--- src/rtl/ida_pkg.sv ---
package ida_pkg;

    // Field widths of the item and result channels
    localparam int IN_VALUE_W     = 64;
    localparam int CHAR_W         = 6;
    localparam int LEN_W          = 5;
    localparam int DEF_VALUE_WIDTH = 64;

    // Character codes
    localparam logic [CHAR_W-1:0] CHAR_ZERO  = 6'd48;
    localparam logic [CHAR_W-1:0] CHAR_MINUS = 6'd45;
    localparam logic [CHAR_W-1:0] CHAR_NONE  = 6'd0;

    // Flags that travel with a converted magnitude
    typedef struct packed {
        logic neg;
        logic len_only;
    } t_conv_ctl;

    // Output sequencer states
    typedef enum logic [2:0] {
        E_IDLE,
        E_SKIP,
        E_LEN,
        E_SIGN,
        E_DIGIT
    } t_emit_state;

    // Decimal digits needed for a width-bit unsigned word: floor(w*log10(2))+1
    function automatic int num_digits(input int width);
        return ((width * 1233) >> 12) + 1;
    endfunction

    // Shift-add-3 correction of one BCD digit
    function automatic logic [3:0] dabble_adj(input logic [3:0] d);
        return (d >= 4'd5) ? d + 4'd3 : d;
    endfunction

endpackage

--- src/rtl/ida_in_if.sv ---
interface ida_in_if;
    import ida_pkg::*;

    logic                  valid;
    logic                  ready;
    logic [IN_VALUE_W-1:0] value;
    logic                  is_signed;
    logic                  length_only;

    modport source (output valid, value, is_signed, length_only, input ready);
    modport sink   (input valid, value, is_signed, length_only, output ready);
endinterface

--- src/rtl/ida_out_if.sv ---
interface ida_out_if;
    import ida_pkg::*;

    logic              valid;
    logic              ready;
    logic [CHAR_W-1:0] char_code;
    logic [LEN_W-1:0]  text_length;
    logic              last;

    modport source (output valid, char_code, text_length, last, input ready);
    modport sink   (input valid, char_code, text_length, last, output ready);
endinterface

--- src/rtl/ida_conv.sv ---
module ida_conv #(
    parameter int VALUE_WIDTH = ida_pkg::DEF_VALUE_WIDTH
) (
    input  logic                               i_clk,
    input  logic                               i_rst_n,
    input  logic                               i_start,
    input  logic [ida_pkg::IN_VALUE_W-1:0]     i_value,
    input  logic                               i_is_signed,
    input  logic                               i_length_only,
    output logic                               o_ready,
    output logic                               o_valid,
    input  logic                               i_take,
    output logic [4*ida_pkg::num_digits(VALUE_WIDTH)-1:0] o_bcd,
    output ida_pkg::t_conv_ctl                 o_ctl
);
    import ida_pkg::*;

    localparam int ND   = num_digits(VALUE_WIDTH);
    localparam int CntW = $clog2(VALUE_WIDTH + 1);

    logic [VALUE_WIDTH-1:0] r_mag, n_mag;
    logic [4*ND-1:0]        r_bcd, n_bcd;
    logic [CntW-1:0]        r_cnt, n_cnt;
    logic                   r_busy, n_busy;
    logic                   r_full, n_full;
    t_conv_ctl              r_ctl, n_ctl;

    logic [VALUE_WIDTH-1:0] word;
    logic                   neg;
    logic [4*ND-1:0]        adj;

    assign word = i_value[VALUE_WIDTH-1:0];
    assign neg  = i_is_signed & word[VALUE_WIDTH-1];

    // add-3 correction on every digit in parallel
    always_comb begin
        for (int i = 0; i < ND; i++) begin
            adj[4*i +: 4] = dabble_adj(r_bcd[4*i +: 4]);
        end
    end

    // load, then one magnitude bit per cycle MSB first
    always_comb begin
        n_mag  = r_mag;
        n_bcd  = r_bcd;
        n_cnt  = r_cnt;
        n_busy = r_busy;
        n_full = r_full;
        n_ctl  = r_ctl;
        if (i_take) begin
            n_full = 1'b0;
        end
        if (i_start) begin
            n_mag        = neg ? (~word + 1'b1) : word;
            n_bcd        = '0;
            n_cnt        = CntW'(VALUE_WIDTH);
            n_busy       = 1'b1;
            n_ctl.neg      = neg;
            n_ctl.len_only = i_length_only;
        end else if (r_busy) begin
            n_bcd = {adj[4*ND-2:0], r_mag[VALUE_WIDTH-1]};
            n_mag = r_mag << 1;
            n_cnt = r_cnt - 1'b1;
            if (r_cnt == CntW'(1)) begin
                n_busy = 1'b0;
                n_full = 1'b1;
            end
        end
    end

    always_ff @(posedge i_clk) begin
        if (!i_rst_n) begin
            r_busy <= 1'b0;
            r_full <= 1'b0;
        end else begin
            r_busy <= n_busy;
            r_full <= n_full;
        end
        r_mag <= n_mag;
        r_bcd <= n_bcd;
        r_cnt <= n_cnt;
        r_ctl <= n_ctl;
    end

    assign o_ready = ~r_busy & ~r_full;
    assign o_valid = r_full;
    assign o_bcd   = r_bcd;
    assign o_ctl   = r_ctl;
endmodule

--- src/rtl/ida_emit.sv ---
module ida_emit #(
    parameter int VALUE_WIDTH = ida_pkg::DEF_VALUE_WIDTH
) (
    input  logic                                          i_clk,
    input  logic                                          i_rst_n,
    input  logic                                          i_valid,
    output logic                                          o_take,
    input  logic [4*ida_pkg::num_digits(VALUE_WIDTH)-1:0] i_bcd,
    input  ida_pkg::t_conv_ctl                            i_ctl,
    ida_out_if.source                                     o_char
);
    import ida_pkg::*;

    localparam int ND  = num_digits(VALUE_WIDTH);
    localparam int NdW = $clog2(ND + 1);

    t_emit_state      r_state, n_state;
    logic [4*ND-1:0]  r_bcd, n_bcd;
    logic [NdW-1:0]   r_ndig, n_ndig;
    logic [LEN_W-1:0] r_len, n_len;
    t_conv_ctl        r_ctl, n_ctl;

    logic [3:0]       top_digit;

    assign top_digit = r_bcd[4*ND-1 -: 4];

    // Strip leading zeros a digit a cycle, then send each character or the length
    always_comb begin
        n_state = r_state;
        n_bcd   = r_bcd;
        n_ndig  = r_ndig;
        n_len   = r_len;
        n_ctl   = r_ctl;
        o_take  = 1'b0;
        o_char.valid       = 1'b0;
        o_char.char_code   = CHAR_NONE;
        o_char.text_length = r_len;
        o_char.last        = 1'b0;
        case (r_state)
            E_IDLE: begin
                if (i_valid) begin
                    o_take  = 1'b1;
                    n_bcd   = i_bcd;
                    n_ctl   = i_ctl;
                    n_ndig  = NdW'(ND);
                    n_state = E_SKIP;
                end
            end
            E_SKIP: begin
                if (top_digit == 4'd0 && r_ndig > NdW'(1)) begin
                    n_bcd  = r_bcd << 4;
                    n_ndig = r_ndig - 1'b1;
                end else begin
                    n_len = LEN_W'(r_ndig) + LEN_W'(r_ctl.neg);
                    if (r_ctl.len_only) begin
                        n_state = E_LEN;
                    end else if (r_ctl.neg) begin
                        n_state = E_SIGN;
                    end else begin
                        n_state = E_DIGIT;
                    end
                end
            end
            E_LEN: begin
                o_char.valid = 1'b1;
                o_char.last  = 1'b1;
                if (o_char.ready) begin
                    n_state = E_IDLE;
                end
            end
            E_SIGN: begin
                o_char.valid     = 1'b1;
                o_char.char_code = CHAR_MINUS;
                if (o_char.ready) begin
                    n_state = E_DIGIT;
                end
            end
            E_DIGIT: begin
                o_char.valid     = 1'b1;
                o_char.char_code = CHAR_ZERO + {2'b00, top_digit};
                o_char.last      = (r_ndig == NdW'(1));
                if (o_char.ready) begin
                    n_bcd  = r_bcd << 4;
                    n_ndig = r_ndig - 1'b1;
                    if (r_ndig == NdW'(1)) begin
                        n_state = E_IDLE;
                    end
                end
            end
            default: begin
                n_state = E_IDLE;
            end
        endcase
    end

    always_ff @(posedge i_clk) begin
        if (!i_rst_n) begin
            r_state <= E_IDLE;
        end else begin
            r_state <= n_state;
        end
        r_bcd  <= n_bcd;
        r_ndig <= n_ndig;
        r_len  <= n_len;
        r_ctl  <= n_ctl;
    end
endmodule

--- src/rtl/integer_to_decimal_ascii_top.sv ---
// The item transfer starts the bit-serial converter; the sequencer then takes the result
// and strips leading zeros, one per cycle (up to ND-1, ND = 20 at 64 bits), then sends
// one character per cycle while the receiver is ready.
// The item rate is set by the bit-serial converter while the sequencer keeps up; the converter
// takes the next item while the sequencer sends characters.
// Reset: synchronous active-low i_rst_n clears converter and sequencer control.
module integer_to_decimal_ascii_top #(
    parameter int VALUE_WIDTH = ida_pkg::DEF_VALUE_WIDTH
) (
    input  logic      i_clk,
    input  logic      i_rst_n,
    ida_in_if.sink    i_item,
    ida_out_if.source o_char
);
    import ida_pkg::*;

    localparam int ND = num_digits(VALUE_WIDTH);

    logic            conv_ready;
    logic            conv_valid;
    logic            conv_take;
    logic [4*ND-1:0] conv_bcd;
    t_conv_ctl       conv_ctl;

    // item transfer starts the converter
    assign i_item.ready = conv_ready;

    ida_conv #(
        .VALUE_WIDTH (VALUE_WIDTH)
    ) u_conv (
        .i_clk         (i_clk),
        .i_rst_n       (i_rst_n),
        .i_start       (i_item.valid & conv_ready),
        .i_value       (i_item.value),
        .i_is_signed   (i_item.is_signed),
        .i_length_only (i_item.length_only),
        .o_ready       (conv_ready),
        .o_valid       (conv_valid),
        .i_take        (conv_take),
        .o_bcd         (conv_bcd),
        .o_ctl         (conv_ctl)
    );

    ida_emit #(
        .VALUE_WIDTH (VALUE_WIDTH)
    ) u_emit (
        .i_clk   (i_clk),
        .i_rst_n (i_rst_n),
        .i_valid (conv_valid),
        .o_take  (conv_take),
        .i_bcd   (conv_bcd),
        .i_ctl   (conv_ctl),
        .o_char  (o_char)
    );
endmodule

--- src/flat_wrapper.sv ---
// flat-port wrapper written by rule: the top's interface ports become plain ports
module integer_to_decimal_ascii_top_flat import ida_pkg::*;
#(
    parameter int VALUE_WIDTH = ida_pkg::DEF_VALUE_WIDTH
)
  (i_clk, i_rst_n, i_item_valid, i_item_value, i_item_is_signed, i_item_length_only, i_item_ready, o_char_valid, o_char_char_code, o_char_text_length, o_char_last, o_char_ready);
  ida_in_if i_item_i ();
  ida_out_if o_char_i ();
  input  logic i_clk;
  input  logic i_rst_n;
  input wire logic [$bits(i_item_i.valid)-1:0] i_item_valid;
  input wire logic [$bits(i_item_i.value)-1:0] i_item_value;
  input wire logic [$bits(i_item_i.is_signed)-1:0] i_item_is_signed;
  input wire logic [$bits(i_item_i.length_only)-1:0] i_item_length_only;
  output wire logic [$bits(i_item_i.ready)-1:0] i_item_ready;
  output wire logic [$bits(o_char_i.valid)-1:0] o_char_valid;
  output wire logic [$bits(o_char_i.char_code)-1:0] o_char_char_code;
  output wire logic [$bits(o_char_i.text_length)-1:0] o_char_text_length;
  output wire logic [$bits(o_char_i.last)-1:0] o_char_last;
  input wire logic [$bits(o_char_i.ready)-1:0] o_char_ready;
  assign i_item_i.valid = i_item_valid;
  assign i_item_i.value = i_item_value;
  assign i_item_i.is_signed = i_item_is_signed;
  assign i_item_i.length_only = i_item_length_only;
  assign i_item_ready = i_item_i.ready;
  assign o_char_valid = o_char_i.valid;
  assign o_char_char_code = o_char_i.char_code;
  assign o_char_text_length = o_char_i.text_length;
  assign o_char_last = o_char_i.last;
  assign o_char_i.ready = o_char_ready;
  integer_to_decimal_ascii_top #(.VALUE_WIDTH(VALUE_WIDTH)) u_core (.i_clk(i_clk), .i_rst_n(i_rst_n), .i_item(i_item_i), .o_char(o_char_i));
endmodule
--- config.mk ---
export PLATFORM = sky130hd
export DESIGN_NAME = integer_to_decimal_ascii_top_flat
export DESIGN_NICKNAME = d
export VERILOG_FILES = /design/src/rtl/ida_pkg.sv /design/src/rtl/ida_in_if.sv /design/src/rtl/ida_out_if.sv /design/src/rtl/ida_conv.sv /design/src/rtl/ida_emit.sv /design/src/rtl/integer_to_decimal_ascii_top.sv /design/src/flat_wrapper.sv
export SDC_FILE = /design/constraint.sdc
export NUM_CORES = 1
export LEC_CHECK = 0
export BUFFER_PORTS_ARGS = -buffer_cell sky130_fd_sc_hd__buf_2
export CAP_MARGIN = 20
export CORE_AREA = 3 3 188 135
export DETAILED_ROUTE_END_ITERATION = 10
export DIE_AREA = 0 0 191 138
export PLACE_DENSITY = 0.73
export SLEW_MARGIN = 10
export SYNTH_ARGS = -nofsm -noshare
export SYNTH_HDL_FRONTEND = slang
export SYNTH_SLANG_ARGS = --single-unit
--- constraint.sdc ---
create_clock -name i_clk -period 12.3 [get_ports i_clk]
set_input_delay 2.46 -clock i_clk [delete_from_list [all_inputs] [get_ports i_clk]]
set_output_delay 2.46 -clock i_clk [all_outputs]
set_load 0.02 [all_outputs]
==> results of run 1 <==
through the flow:
step	util	setup slack (ns)	hold slack (ns)	instance area, um^2
global placement	0.578	6.94	0.405	13600
finish	0.613	7.56	0.424	14500
global route	0.613	7.45	0.430	14500
detailed placement	0.578	7.11	0.411	13600
floorplan	-	5.69	0.400	13000
CTS	0.613	7.64	0.423	14500
state kept, by name (all words and copies together) (netlist names), 2 cells and up:
register and flops:
u_core.u_conv.o_bcd 80, u_core.u_emit.r_ndig 5, u_core.u_emit.r_ctl 2, u_core.u_conv.o_ctl 2, u_core.u_conv.r_mag 64, u_core.u_conv.r_cnt 7
u_core.u_emit.r_bcd 80, u_core.u_emit.r_state 3, u_core.u_emit.o_char.text_length 5
layout make-up:
type / count / area [um^2]
inverters: 52 / 195
repair buffers: 94 / 495
clock buffers: 28 / 647
multi-input cells: 988 / 5960
clock inverters: 18 / 171
well taps: 318 / 398
flip-flops and latches: 250 / 6590
fillers: 1931 / 9130
routing by layer:
layer	global-route usage	up-vias	share of wire
met5	0	-	0
met4	0.0386	0	0.016
met3	0.0266	38	0.056
met2	0.306	270	0.44
met1	0.318	4610	0.49
li1	-	4889	-
cells by family (layout without fill, tap and decap cells):
kind of cell / count (synthesis) / in the layout / synth area share
adder cells (fa/ha/maj): 47 / 47 / 0.0453
multiplexers: 40 / 40 / 0.0345
buffers and inverters: 120 / 192 / 0.0359
AO/OA/AOI/OAI: 331 / 331 / 0.144
flip-flops: 250 / 250 / 0.507
AND/OR/NAND/NOR: 460 / 460 / 0.159
XOR/XNOR: 110 / 110 / 0.0742
cell usage after synthesis (2+ instances only):
cell	instances
a31oi_1	8
buf_6	2
and2_1	5
o31ai_1	11
nor2_1	89
buf_1	5
o31ai_2	7
or3_1	7
dfxtp_1	92
mux2_2	38
xnor2_1	56
a21oi_1	81
or4_1	6
nand4_1	2
nor2b_1	9
edfxtp_1	158
a31o_2	19
clkbuf_1	60
mux2i_1	2
a211oi_1	2
nor3_1	40
nand3_1	29
nand2b_1	28
o41ai_1	5
nor4_1	18
inv_1	50
o21ai_0	183
xor2_1	54
nor3b_1	3
and3_1	3
o21ai_1	7
nand2_1	214
ha_1	47
report_power, final:
group          switching (uW)  internal [uW]  total [uW]
combinational             115           57.4         173
clock                     319            442         761
sequential               17.7            947         964
total                     452           1450        1900
final timing paths:
path	cells after the start	from	slack (ns)	to
min	0	u_core.u_conv.o_ctl[0]	0.42	u_core.u_emit.r_ctl[0]
max reg2reg	7	u_core.u_emit.r_bcd[79]	8.97	u_core.u_emit.r_bcd[10]
max	9	i_item_value[0]	7.56	u_core.u_conv.r_mag[52]
min reg2reg	0	u_core.u_conv.o_ctl[0]	0.42	u_core.u_emit.r_ctl[0]
==> qor.csv, run 1 <==
stage,metric,value,unit
synth,post-synthesis register bit count,250,
critical_path,crit path kind,in2reg,
outcome,status,"finished, final reports clean",
power,Power Total,1900,uW
place,dpl cells,1702,
timing,actual slew at the worst max-slew pin,1.00,ns
clocking,cts repair resizes,0,
run,max cap viols,0,
critical_path,CP cell instances,buf_2 > inv_1 > ha_1 > nor3b_1 > nand3_1 > nor4_1 > a21oi_1 > xnor2_1 > o21ai_0,
clocking,number of clock sinks,250,
critical_path,Critical Path Fanout Max,7,
critical_path,max incr delay on CP,0.89,ns
timing,endpoints failing setup,0,
grt,global route total overflow,0,
timing,Final Cycle Share,0.386,
critical_path,crit path capture type,flip-flop,
synth,Post-Synthesis Net Count,1475,
synth,Post-synth EDFFs,158,
clocking,CTS tree,done,
synth,synth warn,0,
power,Pwr Density,131,nW/um^2
grt,largest net degree at the start of global routing,97,
timing,Slew HR,0.330,
timing,RSZ-0062 raised after global routing,false,
critical_path,WP data required,12.53,ns
synth,Syn Area/Cell,9.56,um^2
timing,crit path time final,4.74,ns
clocking,"Hold-fix buffers, CTS",0,
place,GPL Wtd Cong,0.860,
clocking,CTS clock-pin slew for the worst setup and hold paths,0.07,ns
place,dpl hpwl,17400,um
critical_path,WP buf/inv,2,
critical_path,Crit path max-delay family,simple AND/OR/NAND/NOR gates,
layout,non-filler instance count after layout,1748,
critical_path,CP max-delay cell,nor4_1,
layout,Antenna Cells,0,
route,Avg Vias per Cell,5.61,
route,Post-route DRC,0,
place,port bufs,83,
clocking,htree depth,1,
synth,Post-synth ARST share,0,
layout,share of cells above drive strength 1,0.145,
layout,area delta synth->final,11.3,%
clocking,CTS Buf Count,25,
timing,Worst Skew,0.0179,ns
die,DIE AREA,26400,um^2
clocking,"Clk Latency, worst-skew pair",0.53,ns
synth,cell area after synthesis,13000,um^2
die,Starting Density,0.551,
synth,predominant post-synthesis flop cell,edfxtp_1,
die,row cnt,47,
layout,"commonest cells after routing, fill and taps aside","nand2_1, o21ai_0, edfxtp_1",
die,Die Y,138,um
route,post-route ant nets,0,
timing,Pins Over Slew Limit,0,
critical_path,startpoint types,input port,
route,drt wl/cell,15.6,um
route,router iterations before antenna repair,5,
synth,Yosys top cell area share,0.365,
critical_path,Worst Path Arrival,4.97,ns
clocking,clock tree root driver cell,clkbuf_16,
route,Post-Route WL,27200,um
synth,leading area contributor after synthesis,edfxtp_1,
power,"IR drop worst, VDD",0.0943,mV
timing,final hold violations,0,
die,Die W,191,um
min_path,Hold Crit Class,reg2reg,
die,CORE AREA,23600,um^2
grt,first-pass GRT wire length,45100,um
grt,vias in the first global route,8969,
timing,Achievable Freq,0.211,GHz
route,1st-iter DRT viols,921,
layout,Layout Nets,1528,
die,IO Pins,84,
synth,Cells after Synth,1358,
synth,Area contributors post-synth,"edfxtp_1, dfxtp_1, o21ai_0",
synth,sequential-to-total area share from yosys stat,0.507,
route,routed vias,9807,
clocking,clk buf depth,3,
timing,post-route setup TNS,0,ns
layout,"commonest non-fill, non-tap cell in the layout",nand2_1,
grt,total track usage,0.203,
synth,synth unique cells,51,
grt,antenna violations before repair,0,
clocking,"Setup Fix Bufs, Post-CTS",0,
power,leakage,0.00515,uW
Note: power is estimated with default switching activity, not from simulation.
==> run 2: changes to the inputs <==
Settings changed: ABC_AREA from default to 1, CORE_AREA 3 3 188 135 to 3 3 193 139, DIE_AREA 0 0 191 138 to 0 0 196 142, PLACE_DENSITY 0.73 to 0.72.
Clock period 12.3 ns to 4.6 ns, I/O delays scaled along.
==> run 2 against run 1 <==
  * Clock power rose to 2.9 times the previous value
  * Die area is 5.6% higher
  * Combinational power rose to 13 times the previous value
  * Clock-buffer cell count increased by 6
  * Design area up 5.0%
  * Sequential power rose to 3.7 times the previous value
  * First-iteration DRC count is 18% higher
  * Utilization decreased by 1.2 points
  * Synthesized cell count grew 25%
  * Sequential share of layout area decreased by 2.2 points
  * Power increased to 4.2 times the previous value
  * Critical endpoint is now u_core.u_emit.r_bcd[2]
==> qor.csv, run 2 <==
stage,metric,value,unit
outcome,status,"finished, final reports clean",
synth,Post-Synthesis Net Count,1819,
grt,first-pass GRT wire length,53700,um
power,Power Total,7960,uW
clocking,CTS tree,done,
route,drt wl/cell,15.8,um
die,IO Pins,84,
synth,Area contributors post-synth,"edfxtp_1, dfxtp_1, nand2_1",
synth,leading area contributor after synthesis,edfxtp_1,
die,CORE AREA,25300,um^2
synth,Post-synth top cells,"nand2_1, o21ai_0, inv_1",
synth,most frequent cell after synthesis,nand2_1,
timing,post-route setup TNS,0,ns
clocking,"Hold-fix buffers, CTS",0,
synth,post-synthesis register bit count,250,
clocking,"Clk Latency, worst-skew pair",0.52,ns
timing,Slew HR,0.278,
die,Starting Density,0.542,
critical_path,Worst Path Arrival,2.96,ns
run,max cap viols,0,
power,"IR drop worst, VDD",0.848,mV
timing,Pins Over Slew Limit,0,
critical_path,Critical Path Fanout Max,90,
synth,Post-synth ARST share,0,
timing,RSZ-0062 raised after global routing,false,
route,metal3 WL,2660,um
synth,Syn Area/Cell,8.05,um^2
synth,Post-synth EDFFs,158,
die,Die W,196,um
layout,Antenna Cells,0,
timing,final hold violations,0,
place,dpl cells,2063,
clocking,CTS clock-pin slew for the worst setup and hold paths,0.06,ns
grt,antenna violations before repair,0,
grt,vias in the first global route,10400,
timing,Achievable Freq,0.356,GHz
synth,Yosys top cell area share,0.346,
critical_path,crit path kind,reg2reg,
synth,cell area after synthesis,13700,um^2
clocking,clk buf depth,3,
place,port bufs,83,
power,leakage,0.00637,uW
route,Post-Route WL,33200,um
route,max layer used,met4,
die,DIE AREA,27800,um^2
layout,"commonest cells after routing, fill and taps aside","nand2_1, o21ai_0, inv_1",
clocking,clock tree root driver cell,clkbuf_16,
grt,global route total overflow,0,
grt,largest net degree at the start of global routing,96,
layout,Layout Nets,1876,
synth,synth warn,0,
synth,Cells after Synth,1702,
synth,predominant post-synthesis flop cell,edfxtp_1,
layout,area delta synth->final,10.8,%
clocking,number of clock sinks,250,
clocking,cts repair resizes,0,
timing,actual slew at the worst max-slew pin,1.08,ns
route,router iterations before antenna repair,6,
synth,synth unique cells,39,
die,row cnt,49,
synth,sequential-to-total area share from yosys stat,0.481,
grt,total track usage,0.235,
layout,share of cells above drive strength 1,0.0928,
place,GPL Wtd Cong,0.966,
route,routed vias,11400,
clocking,htree depth,1,
route,met1 wire length,16500,um
layout,non-filler instance count after layout,2109,
critical_path,WP data required,4.76,ns
route,metal2 WL,13500,um
power,Pwr Density,525,nW/um^2
layout,"commonest non-fill, non-tap cell in the layout",nand2_1,
timing,endpoints failing setup,0,
route,post-route ant nets,0,
timing,Worst Skew,0.0100,ns
route,1st-iter DRT viols,1087,
route,Post-route DRC,0,
timing,crit path time final,2.81,ns
route,Avg Vias per Cell,5.42,
clocking,CTS Buf Count,25,
critical_path,startpoint types,flip-flop,
clocking,"Setup Fix Bufs, Post-CTS",0,
critical_path,crit path capture type,flip-flop,
layout,filler instances,2280,
place,dpl hpwl,22900,um
timing,Final Cycle Share,0.610,
min_path,Hold Crit Class,reg2reg,
timing,Hold Slack,0.419,ns
die,Die Y,142,um
[run 2: cell count changes after synthesis, moves of 40 or more]
cell / previous run / this run
nand2_1: 214 / 423
inv_1: 50 / 179
nand3_1: 29 / 98
nor2_1: 89 / 157
xnor2_1: 56 / 13
o21ai_1: 7 / 47
[run 2: path summary, 6_finish.rpt]
path                            start                endpoint  slack, ns  cells after the start
max          u_core.u_emit.r_state[0]  u_core.u_emit.r_bcd[2]       1.79                      9
max reg2reg  u_core.u_emit.r_state[0]  u_core.u_emit.r_bcd[2]       1.79                      9
min reg2reg    u_core.u_conv.o_ctl[0]  u_core.u_emit.r_ctl[0]       0.42                      0
min            u_core.u_conv.o_ctl[0]  u_core.u_emit.r_ctl[0]       0.42                      0
[run 2: cell families (layout without fill, tap and decap cells)]
| logic type | count (synthesis) | count (layout) | synth area share |
|---|---|---|---|
| DFF | 250 | 250 | 0.481 |
| and+or+nand+nor | 740 | 740 | 0.227 |
| xor gates and xnor gates | 67 | 67 | 0.0428 |
| adders and majority gates | 47 | 47 | 0.0429 |
| AOI/OAI and AO/OA | 352 | 352 | 0.132 |
| buffers and inverters | 246 | 322 | 0.0742 |
[run 2: power by group]
group	internal, uW	leakage (uW)	switching [uW]
Sequential	3350	0.00229	244
Clock	1310	0.000426	868
Combinational	592	0.00366	1600
[run 2: critical path, stage by stage, from the launching register on]
cell and delay (ns):
dfxtp_1 0.40, inv_1 0.07, nor2_2 0.13, nand2_1 0.10
inv_2 0.10, nor2_4 0.06, inv_4 0.58, o21ai_1 0.20
a211oi_4 0.30, buf_12 0.40
[run 2: per-layer routing]
metal,vias up,GRT usage
li1,5737,-
met1,5268,0.374
met2,373,0.337
met3,44,0.0419
met4,0,0.0442
met5,-,0
[run 2: per-stage QoR]
step / setup slack (ns) / utilization / cell area (um^2)
floorplan: 0.816 / - / 13700
global placement: 1.38 / 0.566 / 14300
detailed placement: 1.35 / 0.566 / 14300
CTS: 1.77 / 0.601 / 15200
global route: 1.53 / 0.601 / 15200
finish: 1.79 / 0.601 / 15200
[run 2: area by class of cell]
type	count	area [um^2]	area share
Multi-Input combinational cell	1206	6110	0.403
Inverter	185	698	0.0460
Timing Repair Buffer	91	488	0.0322
Tap cell	331	414	0.0273
Clock buffer	34	711	0.0468
Clock inverter	12	163	0.0107
Sequential cell	250	6590	0.434
